<file path="src/rtl/core/rbdf_pkg.sv">
// ---------------------------------------------------------------------------
// rbdf_pkg
// Types and constants of the delimiter framing ring buffer.
// ---------------------------------------------------------------------------
package rbdf_pkg;

  localparam int unsigned BYTE_W  = 8;
  localparam int unsigned LEN_W   = 7;
  localparam int unsigned START_W = 6;

  typedef enum logic [1:0] {
    OP_WRITE    = 2'd0,
    OP_READ_MSG = 2'd1,
    OP_READ_ALL = 2'd2
  } op_t;

  typedef enum logic [2:0] {
    ST_DATA    = 3'd0,
    ST_WRITTEN = 3'd1,
    ST_FULL    = 3'd2,
    ST_NO_MSG  = 3'd3,
    ST_EMPTY   = 3'd4
  } status_t;

  typedef enum logic [1:0] {
    CFG_DELIM_LEN    = 2'd0,
    CFG_DELIM_FIRST  = 2'd1,
    CFG_DELIM_SECOND = 2'd2,
    CFG_START_POS    = 2'd3
  } cfg_idx_t;

  typedef enum logic [1:0] {
    FSM_IDLE,
    FSM_SCAN,
    FSM_EMIT,
    FSM_RESP
  } fsm_t;

  localparam logic [1:0]         RST_DELIM_LEN    = 2'd2;
  localparam logic [BYTE_W-1:0]  RST_DELIM_FIRST  = 8'd13;
  localparam logic [BYTE_W-1:0]  RST_DELIM_SECOND = 8'd10;

  typedef struct packed {
    op_t               operation;
    logic [BYTE_W-1:0] data_byte;
  } in_item_t;

  typedef struct packed {
    logic [BYTE_W-1:0] out_byte;
    logic              last;
    logic [LEN_W-1:0]  msg_length;
    status_t           status;
  } out_item_t;

  // Delimiter settings seen by the sequencer
  typedef struct packed {
    logic [1:0]        delimiter_length;
    logic [BYTE_W-1:0] delimiter_first;
    logic [BYTE_W-1:0] delimiter_second;
  } delim_cfg_t;

  // Pointer restart request from a start position write
  typedef struct packed {
    logic               restart;
    logic [START_W-1:0] start_position;
  } restart_t;

endpackage

</file>
<file path="src/rtl/core/rbdf_mem.sv">
// ---------------------------------------------------------------------------
// rbdf_mem
// Byte store: one write port, one read port with registered read data.
// ---------------------------------------------------------------------------
module rbdf_mem #(
  parameter int unsigned DEPTH = 64,
  parameter int unsigned PW    = 6
) (
  input  logic                       clk,
  input  logic                       we,
  input  logic [PW-1:0]              waddr,
  input  logic [rbdf_pkg::BYTE_W-1:0] wdata,
  input  logic                       re,
  input  logic [PW-1:0]              raddr,
  output logic [rbdf_pkg::BYTE_W-1:0] rdata
);

  logic [rbdf_pkg::BYTE_W-1:0] store [DEPTH];

  always_ff @(posedge clk) begin
    if (we) begin
      store[waddr] <= wdata;
    end
  end

  // read data holds until the next read
  always_ff @(posedge clk) begin
    if (re) begin
      rdata <= store[raddr];
    end
  end

endmodule

</file>
<file path="src/rtl/core/rbdf_ctrl.sv">
// ---------------------------------------------------------------------------
// rbdf_ctrl
// Sequencer: pointers, fill count, delimiter scan, byte emission and the
// output register.
// ---------------------------------------------------------------------------
module rbdf_ctrl #(
  parameter int unsigned DEPTH = 64,
  parameter int unsigned PW    = 6
) (
  input  logic                        clk,
  input  logic                        rst,
  input  logic                        req_valid,
  output logic                        req_stall,
  input  rbdf_pkg::in_item_t          req,
  output logic                        rsp_valid,
  input  logic                        rsp_stall,
  output rbdf_pkg::out_item_t         rsp,
  input  rbdf_pkg::delim_cfg_t        cfg,
  input  rbdf_pkg::restart_t          rs,
  output logic                        mem_we,
  output logic [PW-1:0]               mem_waddr,
  output logic [rbdf_pkg::BYTE_W-1:0] mem_wdata,
  output logic                        mem_re,
  output logic [PW-1:0]               mem_raddr,
  input  logic [rbdf_pkg::BYTE_W-1:0] mem_rdata
);

  localparam int unsigned CW = $clog2(DEPTH + 1);
  localparam int unsigned SW = CW + 1;

  // pointer plus offset, offset never above DEPTH
  function automatic logic [PW-1:0] add_wrap(input logic [PW-1:0] a, input logic [CW-1:0] b);
    logic [SW-1:0] s;
    s = SW'(a) + SW'(b);
    if (s >= SW'(DEPTH)) begin
      s = s - SW'(DEPTH);
    end
    return s[PW-1:0];
  endfunction

  // start position folded into the store, as a table
  function automatic logic [PW-1:0] wrap_start(input logic [rbdf_pkg::START_W-1:0] p);
    logic [PW-1:0] r;
    r = '0;
    for (int i = 0; i < (1 << rbdf_pkg::START_W); i++) begin
      if (p == rbdf_pkg::START_W'(i)) begin
        r = PW'(i % DEPTH);
      end
    end
    return r;
  endfunction

  rbdf_pkg::fsm_t state, state_next;

  logic [PW-1:0]               rp, rp_next;
  logic [PW-1:0]               wp, wp_next;
  logic [CW-1:0]               fill, fill_next;
  logic [PW-1:0]               base, base_next;
  logic [CW-1:0]               idx, idx_next;
  logic                        eval_valid, eval_valid_next;
  logic [CW-1:0]               eval_idx, eval_idx_next;
  logic [rbdf_pkg::BYTE_W-1:0] prev_byte, prev_byte_next;
  logic                        pend, pend_next;
  logic [CW-1:0]               ld, ld_next;
  logic [CW-1:0]               msg_len, msg_len_next;
  rbdf_pkg::status_t           resp_status, resp_status_next;
  logic                        out_valid, out_valid_next;
  rbdf_pkg::out_item_t         out_item, out_item_next;

  logic          out_free;
  logic          accept;
  logic          two;
  logic [CW-1:0] dlen;
  logic          m1, m2, found, scan_miss;
  logic [CW-1:0] at;
  logic          emit_load, emit_last, emit_issue, scan_issue;

  assign out_free   = !out_valid || !rsp_stall;
  assign req_stall  = !((state == rbdf_pkg::FSM_IDLE) && out_free);
  assign accept     = req_valid && !req_stall;
  assign two        = cfg.delimiter_length[1];
  assign dlen       = two ? CW'(2) : CW'(1);

  // scan: eval_idx is the offset of the byte now on mem_rdata
  assign scan_issue = (state == rbdf_pkg::FSM_SCAN) && (idx < fill);
  assign m1 = !two && (mem_rdata == cfg.delimiter_first);
  assign m2 = two && (eval_idx != '0) && (prev_byte == cfg.delimiter_first)
              && (mem_rdata == cfg.delimiter_second);
  assign found     = (state == rbdf_pkg::FSM_SCAN) && eval_valid && (m1 || m2);
  assign at        = m1 ? eval_idx : eval_idx - CW'(1);
  assign scan_miss = (state == rbdf_pkg::FSM_SCAN) && eval_valid && !(m1 || m2)
                     && (eval_idx + CW'(1) == fill);

  assign emit_load  = (state == rbdf_pkg::FSM_EMIT) && pend && out_free;
  assign emit_last  = (ld + CW'(1) == msg_len);
  assign emit_issue = (state == rbdf_pkg::FSM_EMIT) && (idx < msg_len) && (!pend || emit_load);

  always_comb begin
    state_next = state;
    unique case (state)
      rbdf_pkg::FSM_IDLE: begin
        if (accept) begin
          if (req.operation == rbdf_pkg::OP_READ_MSG && fill >= dlen) begin
            state_next = rbdf_pkg::FSM_SCAN;
          end else if (req.operation == rbdf_pkg::OP_READ_ALL && fill != '0) begin
            state_next = rbdf_pkg::FSM_EMIT;
          end
        end
      end
      rbdf_pkg::FSM_SCAN: begin
        if (found) begin
          state_next = (at == '0) ? rbdf_pkg::FSM_RESP : rbdf_pkg::FSM_EMIT;
        end else if (scan_miss) begin
          state_next = rbdf_pkg::FSM_RESP;
        end
      end
      rbdf_pkg::FSM_EMIT: begin
        if (emit_load && emit_last) begin
          state_next = rbdf_pkg::FSM_IDLE;
        end
      end
      rbdf_pkg::FSM_RESP: begin
        if (out_free) begin
          state_next = rbdf_pkg::FSM_IDLE;
        end
      end
      default: state_next = rbdf_pkg::FSM_IDLE;
    endcase
  end

  always_comb begin
    rp_next          = rp;
    wp_next          = wp;
    fill_next        = fill;
    base_next        = base;
    idx_next         = idx;
    eval_valid_next  = 1'b0;
    eval_idx_next    = eval_idx;
    prev_byte_next   = prev_byte;
    pend_next        = pend;
    ld_next          = ld;
    msg_len_next     = msg_len;
    resp_status_next = resp_status;
    out_valid_next   = out_valid && rsp_stall;
    out_item_next    = out_item;
    mem_we           = 1'b0;
    mem_waddr        = wp;
    mem_wdata        = req.data_byte;
    mem_re           = 1'b0;
    mem_raddr        = add_wrap(rp, idx);

    unique case (state)
      rbdf_pkg::FSM_IDLE: begin
        if (accept) begin
          out_item_next.out_byte   = '0;
          out_item_next.last       = 1'b1;
          out_item_next.msg_length = '0;
          idx_next = '0;
          ld_next  = '0;
          pend_next = 1'b0;
          unique case (req.operation)
            rbdf_pkg::OP_WRITE: begin
              out_valid_next = 1'b1;
              if (fill == CW'(DEPTH)) begin
                out_item_next.status = rbdf_pkg::ST_FULL;
              end else begin
                out_item_next.status = rbdf_pkg::ST_WRITTEN;
                mem_we    = 1'b1;
                wp_next   = add_wrap(wp, CW'(1));
                fill_next = fill + CW'(1);
              end
            end
            rbdf_pkg::OP_READ_MSG: begin
              if (fill < dlen) begin
                out_valid_next       = 1'b1;
                out_item_next.status = rbdf_pkg::ST_NO_MSG;
              end
            end
            rbdf_pkg::OP_READ_ALL: begin
              if (fill == '0) begin
                out_valid_next       = 1'b1;
                out_item_next.status = rbdf_pkg::ST_EMPTY;
              end else begin
                msg_len_next = fill;
                base_next    = rp;
              end
              rp_next   = '0;
              wp_next   = '0;
              fill_next = '0;
            end
            default: begin
            end
          endcase
        end
      end
      rbdf_pkg::FSM_SCAN: begin
        if (scan_issue) begin
          mem_re          = 1'b1;
          idx_next        = idx + CW'(1);
          eval_valid_next = 1'b1;
          eval_idx_next   = idx;
        end
        if (eval_valid) begin
          prev_byte_next = mem_rdata;
        end
        if (found) begin
          eval_valid_next  = 1'b0;
          msg_len_next     = at;
          base_next        = rp;
          idx_next         = '0;
          resp_status_next = rbdf_pkg::ST_EMPTY;
          rp_next          = add_wrap(rp, at + dlen);
          fill_next        = fill - (at + dlen);
        end else if (scan_miss) begin
          resp_status_next = rbdf_pkg::ST_NO_MSG;
        end
      end
      rbdf_pkg::FSM_EMIT: begin
        mem_raddr = add_wrap(base, idx);
        if (emit_issue) begin
          mem_re   = 1'b1;
          idx_next = idx + CW'(1);
        end
        if (emit_load) begin
          out_valid_next           = 1'b1;
          out_item_next.out_byte   = mem_rdata;
          out_item_next.last       = emit_last;
          out_item_next.msg_length = rbdf_pkg::LEN_W'(msg_len);
          out_item_next.status     = rbdf_pkg::ST_DATA;
          ld_next = ld + CW'(1);
        end
        pend_next = emit_issue || (pend && !emit_load);
      end
      rbdf_pkg::FSM_RESP: begin
        if (out_free) begin
          out_valid_next           = 1'b1;
          out_item_next.out_byte   = '0;
          out_item_next.last       = 1'b1;
          out_item_next.msg_length = '0;
          out_item_next.status     = resp_status;
        end
      end
      default: begin
      end
    endcase

    // start position write empties the store
    if (rs.restart) begin
      rp_next   = wrap_start(rs.start_position);
      wp_next   = wrap_start(rs.start_position);
      fill_next = '0;
    end
  end

  always_ff @(posedge clk) begin
    if (rst) begin
      state      <= rbdf_pkg::FSM_IDLE;
      rp         <= '0;
      wp         <= '0;
      fill       <= '0;
      eval_valid <= 1'b0;
      pend       <= 1'b0;
      out_valid  <= 1'b0;
    end else begin
      state      <= state_next;
      rp         <= rp_next;
      wp         <= wp_next;
      fill       <= fill_next;
      eval_valid <= eval_valid_next;
      pend       <= pend_next;
      out_valid  <= out_valid_next;
    end
  end

  always_ff @(posedge clk) begin
    base        <= base_next;
    idx         <= idx_next;
    eval_idx    <= eval_idx_next;
    prev_byte   <= prev_byte_next;
    ld          <= ld_next;
    msg_len     <= msg_len_next;
    resp_status <= resp_status_next;
    out_item    <= out_item_next;
  end

  assign rsp_valid = out_valid;
  assign rsp       = out_item;

endmodule

</file>
<file path="src/rtl/core/ring_buffer_delimiter_framer_core.sv">
// ---------------------------------------------------------------------------
// ring_buffer_delimiter_framer_core
// Circular byte store that splits its contents into delimited messages.
// ---------------------------------------------------------------------------
// A write word stores one byte and answers in one result; writes are taken
// one per cycle as long as the result side keeps up. A read-message word
// first scans the store from the read pointer, one byte per cycle through
// the single read port, then reads the message out again at one byte per
// cycle while the result side keeps up; the request side is stalled for
// the whole read. A read-all word emits every stored byte at one per cycle
// as long as the result side keeps up. Single-result answers (no message,
// empty message) come after the scan, or at once when fewer bytes than the
// delimiter are stored or a read-all finds the store empty. The store needs
// no clearing pass after reset.
module ring_buffer_delimiter_framer_core #(
  parameter int unsigned DEPTH = 64
) (
  input  logic                clk,
  input  logic                rst,
  input  logic                req_valid,
  output logic                req_stall,
  input  rbdf_pkg::in_item_t  req,
  output logic                rsp_valid,
  input  logic                rsp_stall,
  output rbdf_pkg::out_item_t rsp,
  input  logic                cfg_valid,
  output logic                cfg_ready,
  input  logic [1:0]          cfg_index,
  input  logic [7:0]          cfg_data
);

  localparam int unsigned PW = $clog2(DEPTH);

  rbdf_pkg::delim_cfg_t        cfg;
  rbdf_pkg::restart_t          rs;
  logic                        cfg_wr;
  logic                        mem_we, mem_re;
  logic [PW-1:0]               mem_waddr, mem_raddr;
  logic [rbdf_pkg::BYTE_W-1:0] mem_wdata, mem_rdata;

  assign cfg_ready = 1'b1;
  assign cfg_wr    = cfg_valid && cfg_ready;

  always_ff @(posedge clk) begin
    if (rst) begin
      cfg.delimiter_length <= rbdf_pkg::RST_DELIM_LEN;
      cfg.delimiter_first  <= rbdf_pkg::RST_DELIM_FIRST;
      cfg.delimiter_second <= rbdf_pkg::RST_DELIM_SECOND;
    end else if (cfg_wr) begin
      unique case (cfg_index)
        rbdf_pkg::CFG_DELIM_LEN:    cfg.delimiter_length <= cfg_data[1:0];
        rbdf_pkg::CFG_DELIM_FIRST:  cfg.delimiter_first  <= cfg_data;
        rbdf_pkg::CFG_DELIM_SECOND: cfg.delimiter_second <= cfg_data;
        default: begin
        end
      endcase
    end
  end

  assign rs.restart        = cfg_wr && (cfg_index == rbdf_pkg::CFG_START_POS);
  assign rs.start_position = cfg_data[rbdf_pkg::START_W-1:0];

  rbdf_ctrl #(
    .DEPTH (DEPTH),
    .PW    (PW)
  ) u_ctrl (
    .clk       (clk),
    .rst       (rst),
    .req_valid (req_valid),
    .req_stall (req_stall),
    .req       (req),
    .rsp_valid (rsp_valid),
    .rsp_stall (rsp_stall),
    .rsp       (rsp),
    .cfg       (cfg),
    .rs        (rs),
    .mem_we    (mem_we),
    .mem_waddr (mem_waddr),
    .mem_wdata (mem_wdata),
    .mem_re    (mem_re),
    .mem_raddr (mem_raddr),
    .mem_rdata (mem_rdata)
  );

  rbdf_mem #(
    .DEPTH (DEPTH),
    .PW    (PW)
  ) u_mem (
    .clk   (clk),
    .we    (mem_we),
    .waddr (mem_waddr),
    .wdata (mem_wdata),
    .re    (mem_re),
    .raddr (mem_raddr),
    .rdata (mem_rdata)
  );

endmodule

</file>
<file path="config.mk">
export PLATFORM = sky130hd
export DESIGN_NAME = ring_buffer_delimiter_framer_core
export DESIGN_NICKNAME = d
export VERILOG_FILES = /design/src/rtl/core/rbdf_pkg.sv /design/src/rtl/core/rbdf_mem.sv /design/src/rtl/core/rbdf_ctrl.sv /design/src/rtl/core/ring_buffer_delimiter_framer_core.sv
export SDC_FILE = /design/constraint.sdc
export NUM_CORES = 1
export LEC_CHECK = 0
export CAP_MARGIN = 20
export CORE_MARGIN = 3
export CORE_UTILIZATION = 35
export CTS_BUF_LIST = sky130_fd_sc_hd__clkbuf_4
export CTS_CLUSTER_DIAMETER = 30
export DETAILED_ROUTE_END_ITERATION = 7
export DONT_BUFFER_PORTS = 1
export GPL_TIMING_DRIVEN = 0
export SLEW_MARGIN = 0
export SYNTH_ARGS = -nofsm -noshare
export SYNTH_HDL_FRONTEND = slang
export SYNTH_SLANG_ARGS = --single-unit
</file>
<file path="constraint.sdc">
create_clock -name clk -period 9.1 [get_ports clk]
set_input_delay 1.82 -clock clk [delete_from_list [all_inputs] [get_ports clk]]
set_output_delay 1.82 -clock clk [all_outputs]
set_load 0.02 [all_outputs]
</file>
==> metrics.log, run 1 <==
[metrics] number of setup violations in the final report: 0
[metrics] total grt overflow: 0
[metrics] library cell appearing most often on the critical path: sky130_fd_sc_hd__clkbuf_1
[metrics] Clock Tree Root: sky130_fd_sc_hd__clkbuf_4
[metrics] placeable core region: 75070 sq um
[metrics] Critical Path, Cell by Cell: inv_1 > ha_1 > clkbuf_1 > clkbuf_1 > nand2_1 > o21ai_0 > inv_1 > fa_1 > clkbuf_1 > buf_1 > clkbuf_1 > mux4_2 > mux4_2 > mux2i_1 > a21oi_1
[metrics] number of sinks handled by clock tree synthesis: 624
[metrics] arrival time of data at the critical path endpoint: 7.01 ns
[metrics] global-route wire length before repair: 97080 microns
[metrics] DRT antenna net count: 0
[metrics] hold crit path type: flip-flop to flip-flop
[metrics] Worst path max stage delay: 0.76 ns
[metrics] starting utilization of the core area: 0.3560
[metrics] pin slew with the least headroom to its limit: 1.264 ns
[metrics] HP Start: u_ctrl.rp[1]
[metrics] R2R Path End: u_mem.rdata[6]
[metrics] layout cells sized above 1: 0.2540
[metrics] final hold slack: 0.4722 ns
[metrics] post-synthesis async set-or-reset flop share: 0
[metrics] number of buffer cells added on primary ports: 0
[metrics] number of rows in the core area: 100
[metrics] final-stage net count: 1792
[metrics] Multi-input gate area: 7841 sq um
[metrics] number of flops mapped to enable cells by yosys: 583
[metrics] Die ar.: 79710 sq um
[metrics] number of cells traversed by the worst hold path: 0
[metrics] Routed WL per cell: 23.11 microns
[metrics] share of synthesized area occupied by flip-flops and latches: 0.6858
[metrics] FF-to-FF path depth: 15
[metrics] Critical Path Fanout Max: 10
[metrics] count of instances resized after the clock tree is built: 0
[metrics] leakage dissipation: 9.810 nW
[metrics] endpoint with the worst hold slack: u_ctrl.base[1]
[metrics] reg2reg setup slack: 2.73 ns
[metrics] net count after synthesis: 1626
[metrics] CTS Hold Bufs: 0
[metrics] met2 WL post-DR: 30520 microns
[metrics] worst path required time: 9.75 ns
[metrics] Mapped Cells: 1549
[metrics] start of the worst register-to-register path: u_ctrl.state[0]
[metrics] Total Negative Setup Slacks: 0 ns
[metrics] Netlist cell types: 79
[metrics] Pwr per Cell Area: 307.3 nW/um^2
[metrics] Most used DFF post-synth: sky130_fd_sc_hd__edfxtp_1
[metrics] maximum number of pins on one net before global-route repair: 65
[metrics] category of the most critical setup path: flip-flop to flip-flop
[metrics] clock slew at the register clock pins of the worst setup and hold paths: 0.07 ns
[metrics] start point of the critical path: u_ctrl.state[0]
[metrics] die extent in x: 282.3 microns
[metrics] storage element area: 18330 sq um
[metrics] max-capacitance violation count: 0
[metrics] clock latency of the later-clocked register in the worst-skew pair: 0.99 ns
[metrics] detailed placement HPWL: 42050 microns
[metrics] worst clock skew: 0.06227 ns
[metrics] min cycle time layout: 6.365 ns
[metrics] ratio of final minimum period to clock period: 0.6995
[metrics] CP Capture Type: flip-flop
[metrics] aggregate routed wire length: 64640 microns
[metrics] Buf+Inv Stages, Crit Path: 7
[metrics] library cell contributing the largest single delay on the critical path: sky130_fd_sc_hd__clkbuf_1
[metrics] first-iteration detailed-routing DRC count: 1452
[metrics] met3 routed WL: 4678 microns
[metrics] Synth Warn #: 0
[metrics] Syn Area/Cell: 17.25 sq um
[metrics] number of CTS-inserted buffers: 163
[metrics] number of global-route vias before repair: 15240
[metrics] worst ir drop on vdd: 0.0001855 V
[metrics] outcome: finished, final reports clean
[metrics] Overall Global Routing Usage: 0.1657
[metrics] number of pins with negative max-slew slack in the final report: 0
[metrics] highest-count cells in the layout ignoring fill and taps: sky130_fd_sc_hd__edfxtp_1 (583), sky130_fd_sc_hd__clkbuf_4 (218), sky130_fd_sc_hd__mux4_2 (160), sky130_fd_sc_hd__nor2_1 (120), sky130_fd_sc_hd__nand2_1 (72)
[metrics] DRC: 0
[metrics] routability cong.: 0.8976
[metrics] Vias/cell: 5.317
[metrics] combined area of all synthesized cells: 26720 sq um
[metrics] layout-stage area growth over the synthesis result: 12.32%
[metrics] buffer depth of the longest clock path: 3
[metrics] most common cell after layout, fill and taps aside: sky130_fd_sc_hd__edfxtp_1
[metrics] count of vias placed by the detailed router: 14870
[metrics] filler cell count in the final layout: 6822
[metrics] number of register bits inferred by synthesis: 624
[metrics] worst max-slew margin expressed relative to the limit: 0.1575
[metrics] Max Freq: 157.1 MHz
[metrics] RSZ-0062 raised after global routing: no
[metrics] kind of cell with the highest combined delay on the critical path: buffers and inverters
[metrics] top layer in use: met5
[metrics] post-CTS setup buffer count: 0
[metrics] # H-tree levels: 4
[metrics] Final Hold Fails: 0
[metrics] Die Y-Extent: 282.3 microns
[metrics] io pins: 47
[metrics] routed length on met1: 28080 microns
[metrics] startpoint type of the worst setup path: flip-flop
[metrics] clock tree from TritonCTS: built
[metrics] antenna violations before repair: 3
[metrics] count of TritonRoute iterations in the first routing pass: 5
==> metal layers <==
| layer | vias up | track usage |
|---|---|---|
| li1 | 6524 | - |
| met2 | 584 | 0.2581 |
| met3 | 104 | 0.04218 |
| met4 | 2 | 0.05714 |
| met5 | - | 0 |
| met1 | 7658 | 0.2271 |
==> cell usage after synthesis (3+ instances only) <==
cell / number / area (sq um)
sky130_fd_sc_hd__nand2_1: 72 / 270.3
sky130_fd_sc_hd__a31oi_1: 10 / 62.56
sky130_fd_sc_hd__buf_1: 5 / 18.77
sky130_fd_sc_hd__or3_1: 3 / 18.77
sky130_fd_sc_hd__o21bai_1: 3 / 22.52
sky130_fd_sc_hd__clkbuf_8: 3 / 41.29
sky130_fd_sc_hd__nor2b_1: 18 / 112.6
sky130_fd_sc_hd__mux4_2: 160 / 3603
sky130_fd_sc_hd__nand4_1: 9 / 56.30
sky130_fd_sc_hd__nand3_1: 22 / 110.1
sky130_fd_sc_hd__o31ai_1: 6 / 45.04
sky130_fd_sc_hd__inv_1: 51 / 191.4
sky130_fd_sc_hd__or2_2: 8 / 50.05
sky130_fd_sc_hd__mux2_2: 5 / 56.30
sky130_fd_sc_hd__o21ai_1: 7 / 35.03
sky130_fd_sc_hd__fa_1: 4 / 80.08
sky130_fd_sc_hd__a211o_1: 6 / 52.55
sky130_fd_sc_hd__dfxtp_1: 41 / 820.8
sky130_fd_sc_hd__a21oi_1: 53 / 265.3
sky130_fd_sc_hd__nand2b_1: 6 / 37.54
sky130_fd_sc_hd__a21o_1: 16 / 120.1
sky130_fd_sc_hd__nor3_1: 12 / 60.06
sky130_fd_sc_hd__and3_1: 4 / 25.02
sky130_fd_sc_hd__o21ai_0: 17 / 85.08
sky130_fd_sc_hd__xor2_1: 13 / 113.9
sky130_fd_sc_hd__xnor2_1: 57 / 499.2
sky130_fd_sc_hd__nor4_1: 7 / 43.79
sky130_fd_sc_hd__mux2i_1: 17 / 170.2
sky130_fd_sc_hd__and2_1: 21 / 131.4
sky130_fd_sc_hd__edfxtp_1: 583 / 17510
sky130_fd_sc_hd__nor2_1: 121 / 454.2
sky130_fd_sc_hd__ha_1: 48 / 600.6
sky130_fd_sc_hd__a211oi_1: 16 / 120.1
sky130_fd_sc_hd__clkbuf_1: 42 / 157.7
sky130_fd_sc_hd__nand3b_1: 7 / 52.55
sky130_fd_sc_hd__buf_2: 20 / 100.1
==> cell type report <==
cell class              instances  area share
flip-flops and latches        624      0.6106
multi-input cells             798      0.2612
clock buffers                 218     0.05452
well taps                     969     0.04039
clock inverters                51     0.01359
plain buffers                  75     0.01200
inverters                      52    0.006586
diodes                          9   0.0007503
repair buffers                  1   0.0003751
==> report_power, final <==
group	switching, mW	internal, mW
Combinational	1.85	1.47
Sequential	0.144	3.32
Clock	1.13	1.31
Total	3.13	6.10
==> worst reg2reg max path: stages (launching register included) <==
cell	delay, ns
sky130_fd_sc_hd__dfxtp_1	0.33
sky130_fd_sc_hd__inv_1	0.10
sky130_fd_sc_hd__ha_1	0.29
sky130_fd_sc_hd__clkbuf_1	0.43
sky130_fd_sc_hd__clkbuf_1	0.52
sky130_fd_sc_hd__nand2_1	0.11
sky130_fd_sc_hd__o21ai_0	0.17
sky130_fd_sc_hd__inv_1	0.09
sky130_fd_sc_hd__fa_1	0.51
sky130_fd_sc_hd__clkbuf_1	0.65
sky130_fd_sc_hd__buf_1	0.70
sky130_fd_sc_hd__clkbuf_1	0.76
sky130_fd_sc_hd__mux4_2	0.49
sky130_fd_sc_hd__mux4_2	0.50
sky130_fd_sc_hd__mux2i_1	0.22
sky130_fd_sc_hd__a21oi_1	0.16
==> per-stage QoR <==
stage	std cells	total power, mW	utilization	setup WS (ns)	instance area (sq um)
floorplan	1549	5.754	-	4.905	26720
finish	2797	9.225	0.3999	2.735	30020
global route	2797	9.690	0.3999	2.449	30020
CTS	2788	9.306	0.3996	2.706	30000
global placement	2518	6.809	0.3721	2.864	27940
detailed placement	2519	6.847	0.3723	2.763	27950
==> worst max path at each step <==
| stage | end | cells past startpoint | slack (ns) |
|---|---|---|---|
| 6_report | u_mem.rdata[6] | 15 | 2.73 |
| 3_5_place_dp | u_mem.rdata[6] | 15 | 2.76 |
| 2_1_floorplan | u_mem.rdata[0] | 15 | 4.91 |
| 4_1_cts | u_mem.rdata[6] | 15 | 2.71 |
| 5_1_grt | u_mem.rdata[6] | 15 | 2.45 |
| 3_3_place_gp | u_mem.rdata[1] | 15 | 2.86 |
==> logic make-up after synthesis <==
family,Yosys count,synth area share
mux,182,0.1433
fa+ha+maj,52,0.02547
compound gates,164,0.04120
xor+xnor,72,0.02439
other cells,1,0.0001403
buf+inv,127,0.02088
simple gates,327,0.05881
flops,624,0.6858
==> state kept, by name, summed over array words and instances (netlist names) <==
register	count
u_ctrl.pend	1
u_ctrl.idx	7
u_ctrl.state	2
u_ctrl.eval_idx	7
u_ctrl.rsp_valid	1
u_ctrl.msg_len	7
u_ctrl.eval_valid	1
u_ctrl.rp	6
u_ctrl.mem_waddr	6
u_ctrl.prev_byte	8
u_mem.store	512
u_ctrl.fill	7
u_ctrl.base	6
u_ctrl.resp_status	2
u_mem.rdata	8
u_ctrl.rsp	19
cfg	17
u_ctrl.ld	7
No activity file was read; power rests on OpenSTA's default activity.
==> inputs of run 2 (changes only) <==
==> constraint.sdc (replaced) <==
create_clock -name clk -period 6.3 [get_ports clk]
set_input_delay 1.26 -clock clk [delete_from_list [all_inputs] [get_ports clk]]
set_output_delay 1.26 -clock clk [all_outputs]
set_load 0.02 [all_outputs]
==> metrics.log, run 2 (same netlist as run 1, synthesis figures left out) <==
[metrics] outcome: finished, final reports clean
[metrics] startpoint type of the worst setup path: flip-flop
[metrics] maximum number of pins on one net before global-route repair: 65
[metrics] Post-Layout Cell Count: 2797
[metrics] antenna violations before repair: 3
[metrics] most common cell after layout, fill and taps aside: sky130_fd_sc_hd__edfxtp_1
[metrics] global-route met2 utilization: 0.2581
[metrics] placeable core region: 75070 sq um
[metrics] hold crit path type: input pin to flip-flop
[metrics] CP Capture Type: flip-flop
[metrics] RSZ-0062 raised after global routing: no
[metrics] count of TritonRoute iterations in the first routing pass: 7
[metrics] met3 usage in global routing: 0.04218
[metrics] met1 capacity usage during global routing: 0.2271
[metrics] count of vias placed by the detailed router: 14870
[metrics] final total power: 13.33 mW
[metrics] global-route wire length before repair: 97080 microns
[metrics] worst setup slack before clock tree synthesis: -0.03653 ns
[metrics] Routed WL per cell: 23.07 microns
[metrics] CTS Hold Bufs: 0
[metrics] min cycle time layout: 5.793 ns
[metrics] number of global-route vias before repair: 15240
[metrics] register with the most flip-flops: u_mem.store
[metrics] Final Hold Fails: 0
[metrics] HP Start: req[6]
[metrics] Non-Filler Cell Area, Final: 30020 sq um
[metrics] Die Y-Extent: 282.3 microns
[metrics] clock tree from TritonCTS: built
[metrics] number of pins with negative max-slew slack in the final report: 0
[metrics] number of rows in the core area: 100
[metrics] minimum setup slack in the final design: 0.5070 ns
[metrics] total grt overflow: 0
[metrics] clock slew at the register clock pins of the worst setup and hold paths: 0.07 ns
[metrics] storage element area: 18330 sq um
[metrics] Total Negative Setup Slacks: 0 ns
[metrics] detailed placement HPWL: 42050 microns
[metrics] ratio of final minimum period to clock period: 0.9195
[metrics] final-stage net count: 1792
[metrics] FF-to-FF path depth: 15
[metrics] Critical Path Fanout Max: 10
[metrics] io pins: 47
[metrics] die extent in x: 282.3 microns
[metrics] worst ir drop on vdd: 0.0002659 V
[metrics] DRC: 0
[metrics] routability cong.: 0.8976
[metrics] worst path required time: 6.99 ns
[metrics] Die ar.: 79710 sq um
[metrics] number of CTS-inserted buffers: 163
[metrics] highest-count cells in the layout ignoring fill and taps: sky130_fd_sc_hd__edfxtp_1 (583), sky130_fd_sc_hd__clkbuf_4 (218), sky130_fd_sc_hd__mux4_2 (160), sky130_fd_sc_hd__nor2_1 (120), sky130_fd_sc_hd__nand2_1 (72)
[metrics] number of cells traversed by the worst hold path: 0
[metrics] leakage dissipation: 9.819 nW
[metrics] post-CTS setup buffer count: 0
[metrics] number of buffer cells added on primary ports: 0
[metrics] layout cells sized above 1: 0.2556
[metrics] number of cells after detailed placement: 2519
[metrics] aggregate routed wire length: 64530 microns
[metrics] arrival time of data at the critical path endpoint: 6.48 ns
[metrics] first-iteration detailed-routing DRC count: 1473
[metrics] number of sinks handled by clock tree synthesis: 624
[metrics] final hold slack: 0.3885 ns
[metrics] clock latency of the later-clocked register in the worst-skew pair: 0.99 ns
[metrics] DRT antenna net count: 0
[metrics] filler cell count in the final layout: 6821
[metrics] busiest layer in global routing: met2
[metrics] Clock Tree Root: sky130_fd_sc_hd__clkbuf_4
[metrics] Vias/cell: 5.316
[metrics] Max Freq: 172.6 MHz
[metrics] # H-tree levels: 4
[metrics] Final Util: 0.3999
[metrics] starting utilization of the core area: 0.3560
[metrics] Pwr per Cell Area: 443.9 nW/um^2
[metrics] number of setup violations in the final report: 0
[metrics] pin slew with the least headroom to its limit: 1.268 ns
[metrics] category of the most critical setup path: flip-flop to flip-flop
[metrics] buffer depth of the longest clock path: 3
[metrics] Overall Global Routing Usage: 0.1657
[metrics] max-capacitance violation count: 0
[metrics] Multi-input gate area: 7841 sq um
[metrics] start point of the critical path: u_ctrl.state[0]
[metrics] flip-flop count of the largest register, all copies and words added: 512
[metrics] worst clock skew: 0.06102 ns
[metrics] start of the worst register-to-register path: u_ctrl.state[0]
[metrics] total cell area at the placement stage: 27950 sq um
[metrics] worst max-slew margin expressed relative to the limit: 0.1544
[metrics] layout-stage area growth over the synthesis result: 12.34%
run 2: power by group:
part	internal (mW)	switching [mW]	total [mW]	leakage, nW
clock	1.89	1.64	3.53	1.21
sequential	4.80	0.208	5.01	5.61
combinational	2.12	2.67	4.79	2.99
total	8.81	4.52	13.3	9.82
run 2: final cells by class:
type / count / area share
Antenna cell: 9 / 0.0007502
Tap cell: 969 / 0.04038
Sequential cell: 624 / 0.6105
Clock buffer: 218 / 0.05451
Inverter: 52 / 0.006585
Multi-Input combinational cell: 798 / 0.2612
Timing Repair Buffer: 1 / 0.0003751
Clock inverter: 51 / 0.01359
Buffer: 75 / 0.01213
run 2: worst paths after layout:
| path | end | slack, ns |
|---|---|---|
| min | u_mem.store[54][6] | 0.39 |
| max | u_mem.rdata[1] | 0.51 |
| max reg2reg | u_mem.rdata[1] | 0.51 |
| min reg2reg | u_ctrl.base[1] | 0.47 |
run 2: metal layers:
| metal | vias up | part of all wire |
|---|---|---|
| met5 | - | 0.00020 |
| met4 | 2 | 0.020 |
| met3 | 103 | 0.075 |
| met2 | 606 | 0.47 |
| met1 | 7625 | 0.43 |
| li1 | 6534 | - |
run 2: timing repair:
action	4_1_cts	5_1_grt
setup endpoints to repair	5	8
gates cloned	0	0
gates resized for setup	1	4
run 2: worst max-delay path, cell delays in order (launching register included):
cell                       delay [ns]
sky130_fd_sc_hd__dfxtp_1         0.33
sky130_fd_sc_hd__inv_1           0.10
sky130_fd_sc_hd__ha_1            0.29
sky130_fd_sc_hd__clkbuf_1        0.43
sky130_fd_sc_hd__clkbuf_1        0.51
sky130_fd_sc_hd__nand2_1         0.10
sky130_fd_sc_hd__o21ai_0         0.17
sky130_fd_sc_hd__inv_1           0.09
sky130_fd_sc_hd__fa_1            0.52
sky130_fd_sc_hd__clkbuf_2        0.36
sky130_fd_sc_hd__clkbuf_1        0.59
sky130_fd_sc_hd__clkbuf_1        0.60
sky130_fd_sc_hd__mux4_2          0.45
sky130_fd_sc_hd__mux4_2          0.55
sky130_fd_sc_hd__mux2i_1         0.25
sky130_fd_sc_hd__a21oi_1         0.15
==> inputs of run 3 (changes only) <==
--- a/config.mk
+++ b/config.mk
@@ -13,6 +13,7 @@
 export DETAILED_ROUTE_END_ITERATION = 7
 export DONT_BUFFER_PORTS = 1
 export GPL_TIMING_DRIVEN = 0
+export RECOVER_POWER = 100
 export SLEW_MARGIN = 0
 export SYNTH_ARGS = -nofsm -noshare
 export SYNTH_HDL_FRONTEND = slang
==> metrics.log, run 3 (same netlist as run 1, synthesis figures left out) <==
[metrics] placeable core region: 75070 sq um
[metrics] Die Y-Extent: 282.3 microns
[metrics] leakage dissipation: 9.796 nW
[metrics] highest-count cells in the layout ignoring fill and taps: sky130_fd_sc_hd__edfxtp_1 (583), sky130_fd_sc_hd__clkbuf_4 (218), sky130_fd_sc_hd__mux4_2 (160), sky130_fd_sc_hd__nor2_1 (121), sky130_fd_sc_hd__nand2_1 (72)
[metrics] violated checks: max-capacitance violations
[metrics] Max Freq: 172.5 MHz
[metrics] buffer depth of the longest clock path: 3
[metrics] Post-Layout Cell Count: 2798
[metrics] count of TritonRoute iterations in the first routing pass: 5
[metrics] flip-flop count of the largest register, all copies and words added: 512
[metrics] outcome: finished with violations
[metrics] Clock Tree Root: sky130_fd_sc_hd__clkbuf_4
[metrics] Total Negative Setup Slacks: 0 ns
[metrics] ratio of final minimum period to clock period: 0.9199
[metrics] Pwr per Cell Area: 443.7 nW/um^2
[metrics] category of the most critical setup path: flip-flop to flip-flop
[metrics] Vias/cell: 5.293
[metrics] Die ar.: 79710 sq um
[metrics] number of sinks handled by clock tree synthesis: 624
[metrics] startpoint type of the worst setup path: flip-flop
[metrics] antenna violations before repair: 3
[metrics] count of vias placed by the detailed router: 14810
[metrics] filler cell count in the final layout: 6825
[metrics] final total power: 13.32 mW
[metrics] clock tree from TritonCTS: built
[metrics] global-route wire length before repair: 97080 microns
[metrics] layout cells sized above 1: 0.2534
[metrics] io pins: 47
[metrics] number of pins with negative max-slew slack in the final report: 0
[metrics] # H-tree levels: 4
[metrics] number of cells after detailed placement: 2519
[metrics] worst setup slack before clock tree synthesis: -0.03653 ns
[metrics] worst ir drop on vdd: 0.0002684 V
[metrics] most common cell after layout, fill and taps aside: sky130_fd_sc_hd__edfxtp_1
[metrics] worst clock skew: 0.06388 ns
[metrics] CP Capture Type: flip-flop
[metrics] minimum setup slack in the final design: 0.5045 ns
[metrics] register with the most flip-flops: u_mem.store
[metrics] min cycle time layout: 5.796 ns
[metrics] number of buffer cells added on primary ports: 0
[metrics] total grt overflow: 0
[metrics] routability cong.: 0.8976
[metrics] DRT antenna net count: 0
[metrics] Overall Global Routing Usage: 0.1657
[metrics] worst path required time: 7.01 ns
[metrics] clock slew at the register clock pins of the worst setup and hold paths: 0.07 ns
[metrics] aggregate routed wire length: 64570 microns
[metrics] DRC: 0
[metrics] clock latency of the later-clocked register in the worst-skew pair: 1.00 ns
[metrics] first-iteration detailed-routing DRC count: 1458
[metrics] starting utilization of the core area: 0.3560
[metrics] final-stage net count: 1792
[metrics] RSZ-0062 raised after global routing: no
[metrics] arrival time of data at the critical path endpoint: 6.50 ns
[metrics] maximum number of pins on one net before global-route repair: 65
[metrics] layout-stage area growth over the synthesis result: 12.28%
[metrics] Critical Path Fanout Max: 10
[metrics] max-capacitance violation count: 1
[metrics] hold crit path type: input pin to flip-flop
[metrics] reg2reg setup slack: 0.50 ns
[metrics] worst max-slew margin expressed relative to the limit: 0.007424
[metrics] pin slew with the least headroom to its limit: 1.483 ns
[metrics] Routed WL per cell: 23.08 microns
[metrics] number of global-route vias before repair: 15240
[metrics] Final Hold Fails: 0
[metrics] number of CTS-inserted buffers: 163
[metrics] die extent in x: 282.3 microns
[metrics] detailed placement HPWL: 42050 microns
[metrics] Final Util: 0.3997
[metrics] number of rows in the core area: 100
[metrics] number of setup violations in the final report: 0
## run 3: cell count changes in the layout (fill, tap and decap cells not counted), moves of 2 or more
cell                       previous run  this run
sky130_fd_sc_hd__and2_0               0        16
sky130_fd_sc_hd__and2_1              21         5
sky130_fd_sc_hd__clkbuf_1            39        41
sky130_fd_sc_hd__o21ai_0             17        20
sky130_fd_sc_hd__o21ai_1              7         4
## run 3: per-stage QoR
step | cell area (sq um) | hold slack, ns
floorplan | 26720 | 0.4367
global route | 30010 | 0.2375
CTS | 30000 | 0.2738
global placement | 27940 | 0.4570
finish | 30010 | 0.3733
detailed placement | 27950 | 0.4553
## run 3: final cells by class
class                   count  area (sq um)  share of cell area
flip-flops and latches    624         18330              0.6108
multi-input cells         798          7831              0.2610
clock buffers             218          1637             0.05454
well taps                 969          1212             0.04041
clock inverters            51         407.9             0.01359
plain buffers              75         364.1             0.01213
inverters                  52         197.7            0.006588
diodes                     10         25.02           0.0008340
repair buffers              1         3.754           0.0001251
## run 3: per-layer routing
metal / vias up / global-route usage / routed length, microns
met1: 7596 / 0.2271 / 27890
met3: 106 / 0.04218 / 4745
met5: - / 0 / 13
met4: 2 / 0.05714 / 1302
met2: 575 / 0.2581 / 30620
li1: 6530 / - / -
## run 3: where the power goes
group	internal, mW	switching [mW]	total [mW]
Clock	1.89	1.64	3.53
Sequential	4.80	0.207	5.01
Combinational	2.11	2.67	4.78
## run 3: path summary, 6_finish.rpt
| check | from | to | depth (start not counted) |
|---|---|---|---|
| max | u_ctrl.state[0] | u_mem.rdata[1] | 15 |
| min | req[6] | u_mem.store[54][6] | 0 |
| max reg2reg | u_ctrl.state[0] | u_mem.rdata[1] | 15 |
| min reg2reg | u_ctrl.rp[1] | u_ctrl.base[1] | 0 |
## run 3: critical path: stages (launching register included)
cell,delay [ns]
sky130_fd_sc_hd__dfxtp_1,0.33
sky130_fd_sc_hd__inv_1,0.10
sky130_fd_sc_hd__ha_1,0.29
sky130_fd_sc_hd__clkbuf_1,0.42
sky130_fd_sc_hd__clkbuf_1,0.51
sky130_fd_sc_hd__nand2_1,0.10
sky130_fd_sc_hd__o21ai_0,0.17
sky130_fd_sc_hd__inv_1,0.09
sky130_fd_sc_hd__fa_1,0.52
sky130_fd_sc_hd__clkbuf_2,0.36
sky130_fd_sc_hd__clkbuf_1,0.59
sky130_fd_sc_hd__clkbuf_1,0.60
sky130_fd_sc_hd__mux4_2,0.45
sky130_fd_sc_hd__mux4_2,0.55
sky130_fd_sc_hd__mux2i_1,0.26
sky130_fd_sc_hd__a21oi_1,0.15
## run 3: timing repair
item                                    4_1_cts  5_1_grt
hold buffers                                  0        0
resized for setup                             1        4
endpoints found under the setup margin        5        8
setup buffers                                 0        0
